`config.mk`:
```
export PLATFORM = sky130hd
export DESIGN_NAME = tlpt_ram
export DESIGN_NICKNAME = d
export VERILOG_FILES = /design/src/hdl/two_level_page_table_engine_unit_macros.svh /design/src/hdl/tlpt_ram.sv
export SDC_FILE = /design/constraint.sdc
export NUM_CORES = 1
export LEC_CHECK = 0
export ABC_CLOCK_PERIOD_IN_PS = 2200
export BUFFER_PORTS_ARGS = -buffer_cell sky130_fd_sc_hd__buf_2
export CAP_MARGIN = 25
export CORE_AREA = 2 2 106 108
export CTS_CLUSTER_DIAMETER = 60
export DETAILED_ROUTE_END_ITERATION = 16
export DIE_AREA = 0 0 108 110
export GPL_TIMING_DRIVEN = 0
export PLACE_DENSITY = 0.62
export RECOVER_POWER = 50
export SETUP_SLACK_MARGIN = 0.2
export SYNTH_ARGS = -nofsm -noshare
export SYNTH_HDL_FRONTEND = slang
export SYNTH_SLANG_ARGS = --single-unit
```
`constraint.sdc`:
```
create_clock -name clk -period 2.2 [get_ports clk]
set_input_delay 0.44 -clock clk [delete_from_list [all_inputs] [get_ports clk]]
set_output_delay 0.44 -clock clk [all_outputs]
set_load 0.01 [all_outputs]
```
`src/hdl/two_level_page_table_engine_unit_macros.svh`:
```
// Assertion macros shared by the page table engine RTL.
`ifndef TWO_LEVEL_PAGE_TABLE_ENGINE_UNIT_MACROS_SVH
`define TWO_LEVEL_PAGE_TABLE_ENGINE_UNIT_MACROS_SVH

// Same-cycle implication, clocked on clk, off while rst_n is low.
`define TLPT_ASSERT_SAME(label, ante, cons, msg) \
  label: assert property (@(posedge clk) disable iff (!rst_n) (ante) |-> (cons)) \
    else $error(msg);

// Next-cycle implication, clocked on clk, off while rst_n is low.
`define TLPT_ASSERT_NEXT(label, ante, cons, msg) \
  label: assert property (@(posedge clk) disable iff (!rst_n) (ante) |=> (cons)) \
    else $error(msg);

`endif

```
`src/hdl/tlpt_ram.sv`:
```
// Generic single-write, single-read synchronous RAM with registered read data.
`default_nettype none
module tlpt_ram #(
  parameter int unsigned WIDTH = 8,
  parameter int unsigned DEPTH = 16,
  localparam int unsigned AW   = (DEPTH > 1) ? $clog2(DEPTH) : 1
) (
  input  wire logic             clk,
  input  wire logic             we,
  input  wire logic [AW-1:0]    waddr,
  input  wire logic [WIDTH-1:0] wdata,
  input  wire logic             re,
  input  wire logic [AW-1:0]    raddr,
  output logic      [WIDTH-1:0] rdata
);

  logic [WIDTH-1:0] mem [DEPTH];

  always_ff @(posedge clk) begin
    if (we) begin
      mem[waddr] <= wdata;
    end
    if (re) begin
      rdata <= mem[raddr];
    end
  end

endmodule
`default_nettype wire

```
==> results.md, run 1 <==
Outcome:
- The run finished with clean final reports.

Synthesis:
- The synthesized netlist devotes under 10% of its cell area to compound gates.
- Multiplexer cells account for 14.79% of the synthesized area.
- The commonest cells after synthesis are sky130_fd_sc_hd__edfxtp_1, sky130_fd_sc_hd__mux4_2, sky130_fd_sc_hd__a22oi_1.
- The leading cell type by number of instances after synthesis is sky130_fd_sc_hd__edfxtp_1.
- The number of warnings issued by yosys is 0.
- The synthesized design contains 136 register bits.
- Of all flip-flops after synthesis, the portion carrying an async set or reset was 0%.
- By area, the combinational part of the netlist is dominated by multiplexers.
- The cell count after synthesis is around 230.
- The number of synthesized flops with an enable pin is 136.
- The flip-flop cell with the highest count after synthesis is sky130_fd_sc_hd__edfxtp_1.
- The number of distinct library cell variants in the gate-level netlist after synthesis is 18.
- The synthesized-area fraction occupied by xor and xnor cells is 0%.
- The register area share after synthesis is roughly 78%.
- Summing the areas of all and, or, nand and nor instances in the mapped netlist gives 3.135% of the synthesized area.
- Of all cell types, the one taking the most synthesized area is sky130_fd_sc_hd__edfxtp_1.
- After synthesis the cells add up to ~5200 µm².
- The area share of fa/ha/maj cells after synthesis is 0%.
- The net count after synthesis is 248.
- In this run the mean area of a mapped cell was ~23 µm².
- In the post-synthesis netlist, the biggest area contributors are sky130_fd_sc_hd__edfxtp_1, sky130_fd_sc_hd__mux4_2, sky130_fd_sc_hd__mux4_1.
- The area share of the largest cell type after synthesis is between 70 and 80%.

Cells and area:
- The final layout contains between 200 and 300 nets.
- The post-route core utilization is about 57%.
- The number of antenna diodes in the final layout is 0.
- The layout has around 800 filler cells.
- The area of all placed cells without fillers is ~6100 µm².
- Of the cells placed in the final design, the portion with a size suffix greater than 1 is approximately a quarter.
- The area growth from synthesis to layout is 16.61%.

CTS:
- After clock tree synthesis, the setup repair step added 0 buffers.
- For the worst-skew pair, the clock arrives at the later sink with an insertion delay of 0.52 ns.
- Counting along the longest clock path gives a buffer depth of 2.
- The TritonCTS clock tree is yes.
- The number of buffers added by the clock tree synthesis step is 17.
- The count of clock tree sinks is 136.
- Clock-pin slew was measured on the worst setup and hold paths at 0.06 ns.
- The H-tree was split into 4 levels.
- The count of instances resized after the clock tree is built is 0.
- The tree is rooted in a sky130_fd_sc_hd__clkbuf_8.
- After clock tree synthesis, the flow added hold-fix buffers numbering 0.

Placement:
- The post-place instance area is between 5000 and 6000 µm².
- Detailed placement finished with a half-perimeter wire length of ~6200 µm.
- The final weighted congestion in routability-driven placement is 0.7081.
- The count of input and output buffers is 25.
- Timing analysis after detailed placement gives a worst setup slack of 0.05729 ns.

Drt:
- The number of search-and-repair iterations in the first detailed-routing pass is 4.
- After detailed routing, the number of remaining DRC violations is 0.
- Summing over every cut layer, the via total after detailed routing is between 2000 and 2500.
- The detail-routed via count per cell is around 5.6.
- The final antenna-violating net count is 0.
- The count of routing violations after the opening detailed-route iteration is 220.
- The average wire per standard cell is 22.42 µm.
- The final routed wirelength across all metal layers is between 9000 and 10000 µm.

STA:
- The count of final setup violators is 0.
- The timing-limited maximum frequency is between 600 and 700 MHz.
- The final worst slack is between 0.6 and 0.7 ns.
- Clock skew on the completed layout was measured at 0.009715 ns.
- The worst-case headroom to the max-slew limit is 44.40%.
- Setup repair after global routing left no endpoint under its margin.
- The portion of the clock cycle consumed by the worst path in the final layout is a little under three quarters.
- The final count of hold timing violations is 0.
- At the pin with the least slew margin, the transition time is slightly above 0.8 ns.
- The time the final worst path needs with I/O delays and setup is between 1.5 and 2 ns.
- The number of pins with negative max-slew slack in the final report is 0.

Hold path:
- The path class of the tightest hold or removal check is in -> reg.
- The number of cells on the worst hold path is 1.

Power:
- The static leakage power is 2.017 nW.
- Power spread over the standard cell area amounts to between 900 and 1000 nW/µm².
- The design draws approximately 5.8 mW.
- The worst vdd rail ir drop is between 0.0005 and 0.0006 V.

Global route:
- The via count of the first global-routing pass is about 2400.
- The wire length of the first global-routing pass is between 10000 and 15000 µm.
- Entering global routing, the biggest net connects 17 pins.
- The number of antenna violations at the first check in global routing came to 0.
- The sum of overflow across all layers after global routing is 0.
- The all-layer global routing usage is 18.19%.

Worst setup path:
- The endpoint kind of the worst setup timing path is a flop.
- STA puts the critical path data required time at about 2.5 ns.
- The signal on the critical path passes through mux4_1, a22oi_1, nand2_1.
- The class of the most critical setup path is reg -> reg.
- Of all nets on the critical path, the largest fanout is 1.
- STA classifies the critical path startpoint as a flop.
- At the worst endpoint, the arrival time is around 1.8 ns.
- The slowest cell on the critical path is sky130_fd_sc_hd__mux4_1.
- On the worst path, the slowest cell contributes a delay of between 0.5 and 0.6 ns.
- The length in cells of the worst reg-to-reg path is 3.

Floorplanning:
- In this run the count of I/O pins placed on the die edge is 27.
- For this configuration, the core starts out at a cell density of about half.
- The region available for standard cell placement spans 10700 µm².
- In this run the horizontal extent of the chip is 108 µm.
- The full die area is about 12000 µm².
- The die span in y is about 110 µm.
- The initialized floorplan defines 38 standard-cell rows.

Run:
- The count of max-cap constraint violations is 0.
[worst max-delay path: cells and delay by family (launching register included)]
kind | cells | cell delay (ns)
compound gates | 1 | 0.29
mux | 1 | 0.55
flops | 1 | 0.35
simple gates | 1 | 0.11
[sequential cells by signal (all words and copies together) (netlist names)]
signal,count
mem,128
rdata,8
[kinds of logic (layout without fill, tap and decap cells)]
kind of cell / after synthesis / in the layout
AOI/OAI and AO/OA: 16 / 16
buffers and inverters: 10 / 70
DFF: 136 / 136
muxes: 32 / 32
and+or+nand+nor: 35 / 35
[metrics by stage]
stage | TNS, ns | std cells | hold slack, ns
after global placement | -2.931 | 394 | 0.7355
after floorplan | 0 | 229 | 0.5389
after detailed placement | 0 | 398 | 0.7440
after CTS | 0 | 429 | 0.2408
after global routing | 0 | 429 | 0.3460
final | 0 | 429 | 0.3415
[routing by layer]
| metal | track usage (%) | share of wire, % | up-vias |
|---|---|---|---|
| li1 | - | - | 1080 |
| met1 | 24.98 | 44 | 1240 |
| met2 | 27.90 | 50 | 67 |
| met3 | 4.762 | 5.0 | 9 |
| met4 | 7.967 | 1.2 | 0 |
| met5 | 0 | 0 | - |
[power breakdown]
group | leakage, nW | switching, mW | internal, mW
sequential | 1.24 | 0.0116 | 2.92
combinational | 0.509 | 0.163 | 0.110
clock | 0.272 | 0.955 | 1.69
total | 2.02 | 1.13 | 4.72
[final cells by class]
class	count	area [µm²]	area share (%)
clock buffer	18	417.9	6.856
multi-input combinational	83	1057	17.34
buffer	10	86.33	1.416
timing repair buffer	29	138.9	2.278
tap	140	175.2	2.874
sequential	136	4084	67.00
clock inverter	13	136.4	2.237
[cells in the final DEF (no fill, tap or decap)]
cell / count
sky130_fd_sc_hd__a22oi_1: 16
sky130_fd_sc_hd__and2_1: 1
sky130_fd_sc_hd__and2b_1: 1
sky130_fd_sc_hd__buf_2: 18
sky130_fd_sc_hd__buf_4: 4
sky130_fd_sc_hd__buf_6: 3
sky130_fd_sc_hd__bufinv_16: 3
sky130_fd_sc_hd__clkbuf_1: 12
sky130_fd_sc_hd__clkbuf_16: 16
sky130_fd_sc_hd__clkbuf_8: 1
sky130_fd_sc_hd__clkdlybuf4s25_2: 3
sky130_fd_sc_hd__clkinv_1: 5
sky130_fd_sc_hd__clkinv_2: 4
sky130_fd_sc_hd__clkinvlp_4: 1
sky130_fd_sc_hd__edfxtp_1: 136
sky130_fd_sc_hd__mux4_1: 14
sky130_fd_sc_hd__mux4_2: 18
sky130_fd_sc_hd__nand2_1: 9
sky130_fd_sc_hd__nand2b_1: 2
sky130_fd_sc_hd__nand3_1: 1
sky130_fd_sc_hd__nand3b_1: 2
sky130_fd_sc_hd__nor2_1: 13
sky130_fd_sc_hd__nor2b_1: 1
sky130_fd_sc_hd__nor3_1: 4
sky130_fd_sc_hd__or3b_2: 1
[worst paths after layout]
check | startpoint | end | slack [ns]
worst min register to register | mem[8][1] | rdata[1] | 0.75
worst min-delay path | re | rdata[7] | 0.34
worst max register to register | mem[5][0] | rdata[0] | 0.64
worst max-delay path | mem[5][0] | rdata[0] | 0.64
(Power assumes the default switching activity.)
==> run 2, diff against run 1 <==
ABC_CLOCK_PERIOD_IN_PS = 1400   (was 2200)
PLACE_DENSITY = 0.64   (was 0.62)
clock period = 1.4 ns   (was 2.2 ns; I/O delays follow)
==> run 2 against run 1 <==
The flow now finishes with violations (setup timing). Cell count shrank 0.70%. Utilization grew 1.3 points. Sequential power grew 57%. Global-route usage is essentially flat. First-iteration DRC count shrank 31%. Critical endpoint unchanged.
==> results.md, run 2 (synthesis results as in run 1) <==
Power:
- Net switching is between 15 and 20% of the power.
- Combinational logic burns between 5 and 6% of the power.
- The worst vdd rail ir drop is between 0.0007 and 0.0008 V.
- Internal power comes to about 7.7 mW.
- The sequential cell fraction of total power is 48.3%.
- The overall power is about 9.5 mW.
- The fraction of power consumed by the clock network is about 47%.
- In this run the power spent charging and discharging nets is approximately 1.9 mW.
- For this design the static power due to leakage is around 2.0 nW.
- The power per cell area is ~1500 nW/µm².

Worst setup path:
- The internal reg-to-reg setup slack is -0.03 ns.
- The critical path is of the reg -> reg type.
- The startpoint of the most critical register-to-register path is mem[4][0].
- The destination of the worst register-to-register timing path is rdata[0].
- For the worst flop-to-flop path, the logic depth is 3.
- The worst endpoint data arrival time is about 1.7 ns.
- In this run the worst path has a maximum fanout of 1.
- The startpoint type of the worst setup path is a flop.
- The data required time of the worst path is 1.68 ns.
- STA classifies the critical path endpoint as a flop.

STA:
- Subtracting the final worst setup slack from the clock period gives approximately 1.4 ns.
- Final hold analysis gives a worst-case slack of 0.1748 ns.
- The final count of hold timing violations was 0.
- Setup repair after global routing could not meet its margin everywhere.
- The slew of the pin with the lowest slew margin is 0.8552 ns.
- The number of pins with negative max-slew slack in the final report is 0.
- The count of final setup violators is 3.
- The final worst slack is -0.02883 ns.
- The clock arrives with 0.008553 ns of skew.
- The portion of the clock cycle consumed by the worst path in the final layout is 102.1%.
- The worst-case headroom to the max-slew limit is a little over two fifths.
- Static timing analysis puts the maximum clock frequency at about 700 MHz.

Floorplanning:
- The I/O pin count is 27.
- For this configuration, the core starts out at a cell density of 48.87%.
- The placement row count is 38.
- The chip width is roughly 110 µm.
- The die span in y is about 110 µm.
- The total core area is 10700 µm².
- The floorplan step defined a die boundary enclosing between 10000 and 15000 µm².

Placement:
- After legalization and detailed placement, the total HPWL measured 6063 µm.
- The final weighted congestion in routability-driven placement is 0.7341.
- The number of instances in the placed design is slightly below 400.
- The count of input and output buffers is 25.

Outcome:
- The final reports fail on setup timing.
- The flow ran to the end, but the final reports show violations.

Hold path:
- For hold timing, the worst endpoint is rdata[4].
- The path category of the worst min-delay check is in -> reg.
- The launch point of the worst hold path is re.
- Along the worst hold path, the cell count comes to 1.

Cells and area:
- The number of nets in the layout is 292.
- The flip-flop count of the largest register after layout is between 100 and 150.
- Leaving out fill and tap cells, the most frequent cell in the layout is sky130_fd_sc_hd__edfxtp_1.
- Relative to the synthesized area, the layout overhead comes to 19.20%.
- Once layout is complete, the cells apart from fillers number between 400 and 500.
- Leaving out fill and tap cells, the most frequent cells in the layout are sky130_fd_sc_hd__edfxtp_1, sky130_fd_sc_hd__mux4_2, sky130_fd_sc_hd__buf_2.
- More flip-flops sit in one register than any other, and that register is mem.
- The number of antenna diodes in the final layout is 0.
- The post-route netlist has between 30% and 40% of its cells at a drive strength greater than 1.
- Measured on the finished design, the core utilization comes to approximately 58%.
- The largest registers in the layout are mem: 128 flops, rdata: 8 flops.

Run:
- The tool flagged a number of max-cap violations equal to 0.

Global route:
- The all-layer global routing usage is between 10% and 20%.
- The via count of the first global-routing pass is 2412.
- Entering global routing, the biggest net connects 17 pins.
- The first global-routing pass estimated 14450 µm of wire.
- For this run the aggregate overflow at the end of global routing stands at 0.
- The number of antenna violations at the first check in global routing is 0.

Drt:
- The final antenna-violating net count is 0.
- The DRC violation count after routing is 0.
- The number of search-and-repair iterations in the first detailed-routing pass is 4.
- The detailed router finished its first iteration with 152 violations.
- The via count is around 2400.
- The final layout contains routed wiring with a total length of approximately 9600 µm.
- The average wire per standard cell is approximately 22 µm.
- After detailed routing, the number of vias per cell comes to around 5.6.

CTS:
- The clock edge transition at the registers on the reported setup and hold paths is 0.06 ns.
- The clock network latency to the later pin of the worst-skew pair is ~0.52 ns.
- The CTS root buffer is sky130_fd_sc_hd__clkbuf_8.
- The H-tree generated during clock tree synthesis spans 4 levels.
- TritonCTS built the clock tree.
- Counting every sink on the clock net gives 136.
- Counting along the longest clock path gives a buffer depth of 2.
- The number of buffers added by the clock tree synthesis step is 17.
- In this run the post-CTS setup repair buffer count came out at 0.
[run 2: changes by cell type in the layout (fill, tap and decap cells not counted), sizes merged]
cell	delta
buf	-2
inv	+1
clkbuf	-3
bufinv	+1
clkinvlp	+1
clkinv	-1
[run 2: repair_timing]
action                                  CTS  global route
endpoints found under the setup margin   40            24
pin swaps                                 6             4
hold buffers                              0             0
gates resized for setup                  13             0
gates cloned                              0             0
[run 2: power by group through the flow]
stage / clock network (mW) / registers [mW] / logic [mW]
floorplan: 0 / 4.70 / 0.266
global placement: 0 / 4.69 / 0.470
detailed placement: 0 / 4.69 / 0.477
CTS: 4.50 / 4.61 / 0.498
global route: 4.69 / 4.62 / 0.528
finish: 4.44 / 4.61 / 0.485
[run 2: cell type report]
cell class | instances | area [µm²]
fillers | 765 | 4467
flip-flops and latches | 136 | 4084
well taps | 140 | 175.2
repair buffers | 25 | 113.9
clock inverters | 15 | 182.7
plain buffers | 10 | 120.1
multi-input cells | 83 | 1141
clock buffers | 17 | 414.1
[run 2: worst max-delay path: stages (launching register included)]
cell	delay, ns
sky130_fd_sc_hd__edfxtp_1	0.37
sky130_fd_sc_hd__mux4_2	0.51
sky130_fd_sc_hd__a22oi_2	0.22
sky130_fd_sc_hd__nand2_1	0.08
[run 2: stage by stage]
step / setup WS, ns / TNS [ns] / area [µm²]
2_1_floorplan: -0.08040 / -0.7369 / 5296
3_5_place_dp: -0.3963 / -29.12 / 5597
5_1_grt: -0.06359 / -0.3502 / 6231
3_3_place_gp: -0.3940 / -27.65 / 5597
6_report: -0.02883 / -0.03991 / 6231
4_1_cts: -0.03931 / -0.07931 / 6242
[run 2: worst max-delay path by stage]
| stage | to | start | slack, ns | cells after the start |
|---|---|---|---|---|
| floorplan | rdata[1] | raddr[0] | -0.08 | 5 |
| global placement | rdata[0] | raddr[1] | -0.39 | 5 |
| detailed placement | mem[13][5] | waddr[1] | -0.40 | 3 |
| CTS | rdata[0] | mem[4][0] | -0.04 | 3 |
| global route | rdata[0] | mem[1][0] | -0.06 | 3 |
| finish | rdata[0] | mem[4][0] | -0.03 | 3 |
[run 2: per-layer routing]
layer  share of wire (%)  global-route usage, %  up-vias
li1                    -                      -     1058
met1                  43                  26.18     1215
met2                  47                  26.10       90
met3                 7.5                  5.350       17
met4                 2.3                  8.333        0
met5                   0                      0        -
